<file path="src/hw/rtl/b64d_pkg.sv">
// types, constants and the character classifier shared by the base64 decoder
`timescale 1ns / 1ps
`default_nettype none

package b64d_pkg;

  localparam int unsigned QueueDepth = 2;
  localparam int unsigned QueuePtrW  = $clog2(QueueDepth);
  localparam int unsigned QueueCntW  = $clog2(QueueDepth + 1);

  localparam logic [7:0] CharPad     = 8'h3d;  // '='
  localparam logic [7:0] CharPlus    = 8'h2b;
  localparam logic [7:0] CharSlash   = 8'h2f;
  localparam logic [7:0] CharUpperA  = 8'h41;
  localparam logic [7:0] CharLowerA  = 8'h61;
  localparam logic [7:0] CharDigit0  = 8'h30;
  localparam logic [7:0] LowerOffset = 8'd26;
  localparam logic [7:0] DigitOffset = 8'd52;
  localparam logic [5:0] SextetPlus  = 6'd62;
  localparam logic [5:0] SextetSlash = 6'd63;

  typedef enum logic [1:0] {
    CLS_SEXTET,
    CLS_PAD,
    CLS_BAD
  } sym_class_e;

  typedef enum logic [1:0] {
    STATUS_OK       = 2'd0,
    STATUS_BAD_CHAR = 2'd1,
    STATUS_BAD_PAD  = 2'd2,
    STATUS_BAD_LEN  = 2'd3
  } status_e;

  typedef struct packed {
    sym_class_e cls;
    logic [5:0] sextet;
  } sym_t;

  typedef struct packed {
    sym_class_e cls;
    logic [5:0] sextet;
    logic       last;
  } item_t;

  function automatic sym_t classify(input logic [7:0] c);
    sym_t s;
    s.cls    = CLS_SEXTET;
    s.sextet = '0;
    case (c) inside
      [8'h41:8'h5a]: s.sextet = 6'(c - CharUpperA);
      [8'h61:8'h7a]: s.sextet = 6'(c - CharLowerA + LowerOffset);
      [8'h30:8'h39]: s.sextet = 6'(c - CharDigit0 + DigitOffset);
      CharPlus:      s.sextet = SextetPlus;
      CharSlash:     s.sextet = SextetSlash;
      CharPad:       s.cls    = CLS_PAD;
      default:       s.cls    = CLS_BAD;
    endcase
    return s;
  endfunction

endpackage

`default_nettype wire

</file>
<file path="src/hw/rtl/b64d_front.sv">
// front stage: takes characters, classifies them and holds one classified word
`timescale 1ns / 1ps
`default_nettype none

module b64d_front (
  input  wire logic            clk_i,
  input  wire logic            rst_ni,
  input  wire logic [7:0]      symbol_i,
  input  wire logic            last_i,
  input  wire logic            in_valid_i,
  output logic                 in_ready_o,
  output logic                 item_valid_o,
  output b64d_pkg::item_t      item_o,
  input  wire logic            item_ready_i
);

  logic            valid_q, valid_d;
  b64d_pkg::item_t item_q;
  b64d_pkg::sym_t  sym;
  logic            accept;

  assign sym        = b64d_pkg::classify(symbol_i);
  assign in_ready_o = !valid_q || item_ready_i;
  assign accept     = in_valid_i && in_ready_o;

  always_comb begin
    valid_d = valid_q;
    if (accept) begin
      valid_d = 1'b1;
    end else if (item_ready_i) begin
      valid_d = 1'b0;
    end
  end

  always_ff @(posedge clk_i or negedge rst_ni) begin
    if (!rst_ni) begin
      valid_q <= 1'b0;
    end else begin
      valid_q <= valid_d;
    end
  end

  always_ff @(posedge clk_i) begin
    if (accept) begin
      item_q.cls    <= sym.cls;
      item_q.sextet <= sym.sextet;
      item_q.last   <= last_i;
    end
  end

  assign item_valid_o = valid_q;
  assign item_o       = item_q;

endmodule

`default_nettype wire

</file>
<file path="src/hw/rtl/b64d_queue.sv">
// short queue of classified words between front and back
`timescale 1ns / 1ps
`default_nettype none

module b64d_queue (
  input  wire logic            clk_i,
  input  wire logic            rst_ni,
  input  wire logic            push_valid_i,
  input  b64d_pkg::item_t      push_item_i,
  output logic                 push_ready_o,
  output logic                 pop_valid_o,
  output b64d_pkg::item_t      pop_item_o,
  input  wire logic            pop_ready_i
);

  b64d_pkg::item_t mem [b64d_pkg::QueueDepth];

  logic [b64d_pkg::QueuePtrW-1:0] wr_ptr_q, wr_ptr_d;
  logic [b64d_pkg::QueuePtrW-1:0] rd_ptr_q, rd_ptr_d;
  logic [b64d_pkg::QueueCntW-1:0] count_q, count_d;
  logic                           push, pop;

  assign push_ready_o = count_q != b64d_pkg::QueueCntW'(b64d_pkg::QueueDepth);
  assign pop_valid_o  = count_q != '0;
  assign push         = push_valid_i && push_ready_o;
  assign pop          = pop_valid_o && pop_ready_i;
  assign pop_item_o   = mem[rd_ptr_q];

  function automatic logic [b64d_pkg::QueuePtrW-1:0] ptr_inc(
    input logic [b64d_pkg::QueuePtrW-1:0] p
  );
    logic [b64d_pkg::QueuePtrW-1:0] n;
    n = p + 1'b1;
    if (p == b64d_pkg::QueuePtrW'(b64d_pkg::QueueDepth - 1)) begin
      n = '0;
    end
    return n;
  endfunction

  always_comb begin
    wr_ptr_d = push ? ptr_inc(wr_ptr_q) : wr_ptr_q;
    rd_ptr_d = pop ? ptr_inc(rd_ptr_q) : rd_ptr_q;
    count_d  = count_q;
    if (push && !pop) begin
      count_d = count_q + 1'b1;
    end else if (pop && !push) begin
      count_d = count_q - 1'b1;
    end
  end

  always_ff @(posedge clk_i or negedge rst_ni) begin
    if (!rst_ni) begin
      wr_ptr_q <= '0;
      rd_ptr_q <= '0;
      count_q  <= '0;
    end else begin
      wr_ptr_q <= wr_ptr_d;
      rd_ptr_q <= rd_ptr_d;
      count_q  <= count_d;
    end
  end

  always_ff @(posedge clk_i) begin
    if (push) begin
      mem[wr_ptr_q] <= push_item_i;
    end
  end

`ifndef ASSERT_OFF
  a_count_bound: assert property (@(posedge clk_i) disable iff (!rst_ni)
    count_q <= b64d_pkg::QueueCntW'(b64d_pkg::QueueDepth))
    else $error("queue count beyond depth");
  a_ptr_gap: assert property (@(posedge clk_i) disable iff (!rst_ni)
    (count_q == '0 || count_q == b64d_pkg::QueueCntW'(b64d_pkg::QueueDepth))
    |-> wr_ptr_q == rd_ptr_q)
    else $error("queue pointers disagree with count");
  a_count_track: assert property (@(posedge clk_i) disable iff (!rst_ni)
    (push && !pop) |=> count_q == $past(count_q) + 1'b1)
    else $error("queue count missed a push");
`endif

endmodule

`default_nettype wire

</file>
<file path="src/hw/rtl/b64d_back.sv">
// back stage: bit accumulator, length and padding checks, output register
`timescale 1ns / 1ps
`default_nettype none

module b64d_back (
  input  wire logic            clk_i,
  input  wire logic            rst_ni,
  input  wire logic            item_valid_i,
  input  b64d_pkg::item_t      item_i,
  output logic                 item_ready_o,
  output logic [7:0]           data_byte_o,
  output logic                 byte_valid_o,
  output logic                 is_last_o,
  output logic [1:0]           status_o,
  output logic                 out_valid_o,
  input  wire logic            out_ready_i
);

  logic [11:0] buf_q, buf_d;
  logic [2:0]  cnt_q, cnt_d;
  logic [1:0]  content_q, content_d;
  logic [1:0]  total_q, total_d;
  logic [1:0]  pad_q, pad_d;
  logic        err_q, err_d;

  logic              out_valid_q;
  logic [7:0]        byte_q, byte_d;
  logic              bvalid_q, bvalid_d;
  logic              last_q;
  b64d_pkg::status_e status_q, status_d;

  logic        take;
  logic [11:0] acc;
  logic [3:0]  n;

  assign item_ready_o = !out_valid_q || out_ready_i;
  assign take         = item_valid_i && item_ready_o;
  assign acc          = {buf_q[5:0], item_i.sextet};
  assign n            = {1'b0, cnt_q} + 4'd6;

  always_comb begin
    buf_d     = buf_q;
    cnt_d     = cnt_q;
    content_d = content_q;
    total_d   = total_q + 1'b1;
    pad_d     = pad_q;
    err_d     = err_q;
    byte_d    = '0;
    bvalid_d  = 1'b0;
    status_d  = b64d_pkg::STATUS_OK;

    case (item_i.cls)
      b64d_pkg::CLS_PAD: begin
        if (pad_q != 2'd3) begin
          pad_d = pad_q + 1'b1;
        end
      end
      b64d_pkg::CLS_SEXTET: begin
        if (pad_q != '0) begin
          err_d = 1'b1;  // '=' followed by content
        end
        pad_d     = '0;
        content_d = total_d;
        buf_d     = acc;
        cnt_d     = n[2:0];
        if (n >= 4'd8) begin
          bvalid_d = 1'b1;
          cnt_d    = 3'(n - 4'd8);
          case (cnt_d)
            3'd2:    byte_d = acc[9:2];
            3'd4:    byte_d = acc[11:4];
            default: byte_d = acc[7:0];
          endcase
        end
      end
      default: begin
        if (pad_q != '0) begin
          err_d = 1'b1;
        end
        pad_d     = '0;
        content_d = total_d;
        err_d     = 1'b1;
      end
    endcase

    if (item_i.last) begin
      if (pad_d == 2'd3 || (pad_d != '0 && total_d != '0)) begin
        status_d = b64d_pkg::STATUS_BAD_PAD;
      end else if (content_d == 2'd1) begin
        status_d = b64d_pkg::STATUS_BAD_LEN;
      end else if (err_d) begin
        status_d = b64d_pkg::STATUS_BAD_CHAR;
      end
      // message done: back to the idle state
      buf_d     = '0;
      cnt_d     = '0;
      content_d = '0;
      total_d   = '0;
      pad_d     = '0;
      err_d     = 1'b0;
    end
  end

  always_ff @(posedge clk_i or negedge rst_ni) begin
    if (!rst_ni) begin
      buf_q       <= '0;
      cnt_q       <= '0;
      content_q   <= '0;
      total_q     <= '0;
      pad_q       <= '0;
      err_q       <= 1'b0;
      out_valid_q <= 1'b0;
    end else begin
      if (take) begin
        buf_q     <= buf_d;
        cnt_q     <= cnt_d;
        content_q <= content_d;
        total_q   <= total_d;
        pad_q     <= pad_d;
        err_q     <= err_d;
      end
      if (take) begin
        out_valid_q <= 1'b1;
      end else if (out_ready_i) begin
        out_valid_q <= 1'b0;
      end
    end
  end

  always_ff @(posedge clk_i) begin
    if (take) begin
      byte_q   <= byte_d;
      bvalid_q <= bvalid_d;
      last_q   <= item_i.last;
      status_q <= status_d;
    end
  end

  assign data_byte_o  = byte_q;
  assign byte_valid_o = bvalid_q;
  assign is_last_o    = last_q;
  assign status_o     = status_q;
  assign out_valid_o  = out_valid_q;

`ifndef ASSERT_OFF
  a_cnt_even: assert property (@(posedge clk_i) disable iff (!rst_ni)
    cnt_q[0] == 1'b0)
    else $error("bit count is odd");
  a_last_clears: assert property (@(posedge clk_i) disable iff (!rst_ni)
    (take && item_i.last) |=> (cnt_q == '0 && total_q == '0 && pad_q == '0 && !err_q))
    else $error("state not cleared after last word");
  a_status_only_last: assert property (@(posedge clk_i) disable iff (!rst_ni)
    (out_valid_o && !is_last_o) |-> status_o == b64d_pkg::STATUS_OK)
    else $error("status set on a word that is not last");
`endif

endmodule

`default_nettype wire

</file>
<file path="src/hw/rtl/base64_strict_decoder_unit.sv">
// path: front register, then a queue entry, then the back output register
// throughput: one character per cycle unless out_ready_i stalls the back stage
// the two-entry queue lets front and back stall independently
// reset: rst_ni is asynchronous, active low, and clears all message state
// no clearing pass; the block takes characters in the first cycle after reset
`timescale 1ns / 1ps
`default_nettype none

module base64_strict_decoder_unit (
  input  wire logic       clk_i,
  input  wire logic       rst_ni,
  input  wire logic [7:0] symbol_i,
  input  wire logic       last_i,
  input  wire logic       in_valid_i,
  output logic            in_ready_o,
  output logic [7:0]      data_byte_o,
  output logic            byte_valid_o,
  output logic            is_last_o,
  output logic [1:0]      status_o,
  output logic            out_valid_o,
  input  wire logic       out_ready_i
);

  logic            fe_valid, fe_ready;
  b64d_pkg::item_t fe_item;
  logic            q_valid, q_ready;
  b64d_pkg::item_t q_item;

  b64d_front u_front (
    .clk_i        (clk_i),
    .rst_ni       (rst_ni),
    .symbol_i     (symbol_i),
    .last_i       (last_i),
    .in_valid_i   (in_valid_i),
    .in_ready_o   (in_ready_o),
    .item_valid_o (fe_valid),
    .item_o       (fe_item),
    .item_ready_i (fe_ready)
  );

  b64d_queue u_queue (
    .clk_i        (clk_i),
    .rst_ni       (rst_ni),
    .push_valid_i (fe_valid),
    .push_item_i  (fe_item),
    .push_ready_o (fe_ready),
    .pop_valid_o  (q_valid),
    .pop_item_o   (q_item),
    .pop_ready_i  (q_ready)
  );

  b64d_back u_back (
    .clk_i        (clk_i),
    .rst_ni       (rst_ni),
    .item_valid_i (q_valid),
    .item_i       (q_item),
    .item_ready_o (q_ready),
    .data_byte_o  (data_byte_o),
    .byte_valid_o (byte_valid_o),
    .is_last_o    (is_last_o),
    .status_o     (status_o),
    .out_valid_o  (out_valid_o),
    .out_ready_i  (out_ready_i)
  );

endmodule

`default_nettype wire

</file>
<file path="config.mk">
export PLATFORM = sky130hd
export DESIGN_NAME = base64_strict_decoder_unit
export DESIGN_NICKNAME = d
export VERILOG_FILES = /design/src/hw/rtl/b64d_pkg.sv /design/src/hw/rtl/b64d_front.sv /design/src/hw/rtl/b64d_queue.sv /design/src/hw/rtl/b64d_back.sv /design/src/hw/rtl/base64_strict_decoder_unit.sv
export SDC_FILE = /design/constraint.sdc
export NUM_CORES = 1
export LEC_CHECK = 0
export BUFFER_PORTS_ARGS = -buffer_cell sky130_fd_sc_hd__clkbuf_2
export CORE_MARGIN = 5
export CORE_UTILIZATION = 45
export CTS_CLUSTER_DIAMETER = 150
export CTS_CLUSTER_SIZE = 10
export DETAILED_ROUTE_END_ITERATION = 10
export PLACE_DENSITY = 0.68
export SLEW_MARGIN = 20
export SYNTH_ARGS = -nofsm -noshare
export SYNTH_HDL_FRONTEND = slang
export SYNTH_SLANG_ARGS = --single-unit
</file>
<file path="constraint.sdc">
create_clock -name clk_i -period 4.9 [get_ports clk_i]
set_clock_uncertainty 0.05 [all_clocks]
set_input_delay 0.49 -clock clk_i [delete_from_list [all_inputs] [get_ports clk_i]]
set_output_delay 0.49 -clock clk_i [all_outputs]
set_load 0.01 [all_outputs]
</file>
==> results of run 1 <==
## power groups by stage
stage | registers (uW) | logic [uW] | clock network [uW]
after floorplan | 846 | 453 | 0
after global placement | 863 | 574 | 0
after detailed placement | 871 | 588 | 0
after CTS | 862 | 592 | 501
after global routing | 888 | 673 | 522
final | 859 | 584 | 490
## worst paths after layout
| check | slack (ns) | end | from | cells past startpoint |
|---|---|---|---|---|
| worst max-delay path | 2.55 | u_front.item_o[6] | symbol_i[2] | 8 |
| worst min-delay path | 0.08 | u_front.item_valid_o | rst_ni | 1 |
| worst max register to register | 2.77 | u_back.status_o[0] | u_queue.rd_ptr_q | 4 |
| worst min register to register | 0.39 | u_queue.mem[0][5] | u_front.item_o[5] | 0 |
| max in group asynchronous | 4.36 | u_queue.count_q[1] | rst_ni | 1 |
| min in group clk_i | 0.28 | u_front.item_o[0] | last_i | 1 |
## routing by layer
metal / vias up / global-route usage / wire (um)
met5: - / 0 / 0
met4: 0 / 0.0854 / 133
met3: 11 / 0.0245 / 249
met2: 59 / 0.220 / 2440
met1: 954 / 0.157 / 2220
li1: 1022 / - / -
## flip-flops by register name, indices dropped and copies added (netlist names), 2 cells and up
signal              count
u_queue.mem            18
u_front.item_o          9
u_back.data_byte_o      8
u_back.buf_q            6
u_back.cnt_q            2
u_back.content_q        2
u_back.pad_q            2
u_back.status_o         2
u_back.total_q          2
u_queue.count_q         2
## through the flow
stage	instances	utilization
after floorplan	264	-
after CTS	373	0.534
after detailed placement	357	0.499
after global routing	373	0.534
final	373	0.534
after global placement	357	0.499
## final cells by class
cell class | instances | area [um^2]
flip-flops and latches | 60 | 1700
repair buffers | 26 | 130
clock inverters | 5 | 73.8
well taps | 77 | 96.3
clock buffers | 11 | 151
multi-input cells | 178 | 1220
inverters | 16 | 60.1
fillers | 533 | 2990
## worst register-to-register path, delay by kind of cell, from the launching register on
kind,cells,cell delay (ns)
AO/OA/AOI/OAI,3,0.92
flip-flops,1,0.74
AND/OR/NAND/NOR,1,0.15
## synth_stat cells (all sizes together), types with 4 or more instances
cell / count / area [um^2]
a211oi: 6 / 45.0
a21o: 6 / 45.0
a21oi: 13 / 65.1
a221oi: 8 / 70.1
a22oi: 4 / 30.0
and2: 4 / 25.0
clkbuf: 9 / 33.8
dfrtp: 21 / 526
edfxtp: 39 / 1170
ha: 15 / 188
inv: 16 / 60.1
mux2i: 7 / 70.1
nand2: 24 / 90.1
nand2b: 9 / 56.3
nand3: 6 / 30.0
nor2: 12 / 45.0
nor2b: 6 / 37.5
nor3: 7 / 35.0
o21ai: 17 / 88.8
xnor2: 4 / 35.0
xor2: 4 / 35.0
## cell families after synthesis
kind of cell / synth area share
and+or+nand+nor: 0.129
AOI/OAI and AO/OA: 0.160
DFF: 0.562
buffers and inverters: 0.0328
adders and majority gates: 0.0622
muxes: 0.0307
xor gates and xnor gates: 0.0232
==> results.toml, run 1 <==
[status]
status = "complete, no violations"

[clock_tree]
ctsRootBufferMaster = "clkbuf_8"
cts_tree = "built"
cts_max_level = 3
cts_inserted_buffers = 9
post_cts_resized = 0
clk_latency_ns = 0.33
clk_pin_slew_ns = 0.06
cts_num_sinks = 60
clk_path_buf_depth = 2
hold_buffers = 0
postCtsSetupBuffers = 0

[power_and_ir_drop]
switching_power_uw = 642
p_clk_frac = 0.253
p_leak_uw = 0.00144
finalPower_uw = 1930
pwr-share-comb = 0.302
power_density_nw_per_um2 = 564
peakVddDrop_mv = 0.165
internal_power_uw = 1290
p_sw_frac = 0.332
pwr-share-seq = 0.444

[hold_path]
hp-class = "primary input to asynchronous set/reset pin"

[drt]
drc_errors = 0
wl_per_cell_um = 13.5
drt-initial-drc-count = 80
ant_nets = 0
via_count = 2046
first_pass_iters = 4
viasPerCell = 5.49
routed_wl_um = 5040

[timing]
worst_slack_ns = 2.55
tns_ns = 0
fin_crit_ns = 2.35
hold_violations = 0
maxSlewViolCount = 0
tightest_slew_ns = 0.723
hold-worst-slack_ns = 0.0754
max_slew_margin = 0.516
finalSetupViolCount = 0
fin_crit_sh = 0.479
max_freq_mhz = 426
rsz0062_at_grt = "no"

[setup_path]
cp.arrival_ns = 2.48
cp_data_required_time_ns = 5.04
worstSetupPathType = "primary input to flip-flop"
critPathTopFamily = "simple AND/OR/NAND/NOR gates"
start_kind = "primary input"
slowest_stage = "or4_1"
critPathMaxFanout = 8
worstSetupEndpointType = "flip-flop"
cpPeakStageDelay_ns = 0.46
crit_buf_inv = 2
path_cells = "clkbuf_2, inv_1, ha_1, a21o_1, and3_4, or3_4, or4_1, nand3_1"

[floorplan]
pin_count = 27
initial_utilization = 0.470
die_area_um2 = 8440
core_area_um2 = 6420
die_y_um = 91.9
num_rows = 29
die_w_um = 91.9

[synth]
syn_area_per_cell_um2 = 11.4
synth_edf_count = 39
synth.ff_latch_count = 60
synth.distinct_cells = 42
syn_inst = 264
yosysWarnings = 0
syn-num-nets = 292
ys.flop_type = "edfxtp_1"
syn_area_um2 = 3020
yosysSeqAreaShare = 0.562
synthArstFlopShare = 0.350

[flow_run]
cap_viol_max_count = 0

[final_layout]
syn_to_final_growth_pct = 13.7
fin_area_um2 = 3430
n_antenna_cell = 0
final_common_cell = "edfxtp_1"
drive_gt1_frac = 0.159
final_cell_mix = "edfxtp_1, clkbuf_2, nand2_1, dfrtp_1, inv_1"
fin_nets = 319

[placement]
dpl.hpwl_um = 3710
dp_slack_ns = 2.24
placed_area_um2 = 3200
routabilityCongestion = 0.988
portBuffers = 26

[grt]
grt_max_degree = 22
track_usage = 0.132
grt_pass1_vias = 2024
grt_antenna_before_repair = 0
grt_remaining_overflow = 0
grt_pass1_wl_um = 9070
No activity file was read; power rests on OpenSTA's default activity.
==> run 2: changes to the inputs <==
==> constraint.sdc (replaced) <==
create_clock -name clk_i -period 2.3 [get_ports clk_i]
set_clock_uncertainty 0.05 [all_clocks]
set_input_delay 0.23 -clock clk_i [delete_from_list [all_inputs] [get_ports clk_i]]
set_output_delay 0.23 -clock clk_i [all_outputs]
set_load 0.01 [all_outputs]
==> results.toml, run 2 (same netlist as run 1, synthesis figures left out) <==
[timing]
worst_slack_ns = 0.320
fin_crit_sh = 0.861
hold_violations = 0
max_freq_mhz = 505
tightest_slew_ns = 0.530
finalSetupViolCount = 0
rsz0062_at_grt = "no"
max_slew_margin = 0.647
tns_ns = 0
fin_crit_ns = 1.98
maxSlewViolCount = 0

[floorplan]
num_rows = 29
die_y_um = 91.9
initial_utilization = 0.470
die_w_um = 91.9
core_area_um2 = 6420
die_area_um2 = 8440
pin_count = 27

[clock_tree]
clk_path_buf_depth = 2
clk_latency_ns = 0.34
clk_pin_slew_ns = 0.06
cts_inserted_buffers = 9
ctsRootBufferMaster = "clkbuf_8"
postCtsSetupBuffers = 0
cts_num_sinks = 60
cts_tree = "built"
post_cts_resized = 0
cts_max_level = 3
hold_buffers = 1

[drt]
viasPerCell = 5.56
drc_errors = 0
via_count = 2147
routed_wl_um = 5350
ant_nets = 0
wl_per_cell_um = 13.9
drt-initial-drc-count = 77
first_pass_iters = 4

[placement]
placed_cells = 370
placed_area_um2 = 3300
dpl.hpwl_um = 3980
dp_slack_ns = 0.149
portBuffers = 26
routabilityCongestion = 0.898

[setup_path]
critPathMaxFanout = 16
crit_buf_inv = 1
start_kind = "flip-flop"
critPathTopFamily = "adder cells"
path_cells = "inv_1, ha_1, ha_1, a221oi_1, a211oi_1"
cp.arrival_ns = 1.99
worstSetupEndpointType = "flip-flop"
worstSetupPathType = "flip-flop to flip-flop"
worstReg2RegStart = "u_back.cnt_q[1]"
cp_data_required_time_ns = 2.31
cpPeakStageDelay_ns = 0.46
slowest_stage = "ha_1"
crit_path_start = "u_back.cnt_q[1]"
cp_common_cell = "ha_1"

[final_layout]
drive_gt1_frac = 0.184
stdcell_count = 386
n_antenna_cell = 0
syn_to_final_growth_pct = 14.8
fin_area_um2 = 3460
final_cell_mix = "edfxtp_1, clkbuf_2, nand2_1, dfrtp_1, inv_1"
final_common_cell = "edfxtp_1"
largest_reg_flops = 18
fin_nets = 333
regMostFlops = "u_queue.mem"

[grt]
grt_remaining_overflow = 0
grt_pass1_vias = 2086
grt_antenna_before_repair = 0
grt_max_degree = 22
track_usage = 0.141
grt_pass1_wl_um = 9430

[status]
status = "complete, no violations"

[hold_path]
hp-class = "primary input to flip-flop"
hp-start = "in_valid_i"

[power_and_ir_drop]
peakVddDrop_mv = 0.345
power_density_nw_per_um2 = 1140
p_leak_uw = 0.00147
finalPower_uw = 3930

[flow_run]
cap_viol_max_count = 0
run 2: final cells by class:
class | instances | area (um^2)
inverters | 16 | 60.1
clock buffers | 12 | 135
fillers | 549 | 2960
clock inverters | 3 | 15.0
multi-input cells | 178 | 1220
well taps | 77 | 96.3
flip-flops and latches | 60 | 1700
repair buffers | 40 | 238
run 2: worst paths after layout:
check | end | slack (ns) | depth (start not counted)
worst max register to register | u_back.data_byte_o[5] | 0.32 | 5
worst max-delay path | u_back.data_byte_o[5] | 0.32 | 5
max in group asynchronous | u_back.cnt_q[2] | 1.47 | 2
min in group asynchronous | u_front.item_valid_o | 0.36 | 2
worst min-delay path | u_front.item_valid_o | 0.04 | 2
worst min register to register | u_queue.mem[1][8] | 0.39 | 0
run 2: worst reg2reg max path: cells and delay by family (launching register included):
kind | cells | cell delay, ns
compound gates | 2 | 0.41
fa+ha+maj | 2 | 0.78
flops | 1 | 0.39
buf+inv | 1 | 0.09
run 2: power breakdown:
group	leakage (uW)	switching, uW	internal (uW)
registers	0.000647	211	1590
logic	0.000740	803	581
clock network	0.0000800	366	379
run 2: through the flow:
| stage | hold WS, ns | util |
|---|---|---|
| after floorplan | -0.116 | - |
| after global placement | 0.177 | 0.514 |
| after detailed placement | 0.183 | 0.514 |
| after CTS | 0.0323 | 0.539 |
| after global routing | 0.0460 | 0.539 |
| final | 0.0375 | 0.539 |
run 2: routing by layer:
metal | vias to the layer above | track usage | part of all wire
li1 | 1057 | - | -
met1 | 1005 | 0.164 | 0.44
met5 | - | 0 | 0
met4 | 0 | 0.0916 | 0.035
met2 | 69 | 0.241 | 0.49
met3 | 16 | 0.0213 | 0.042
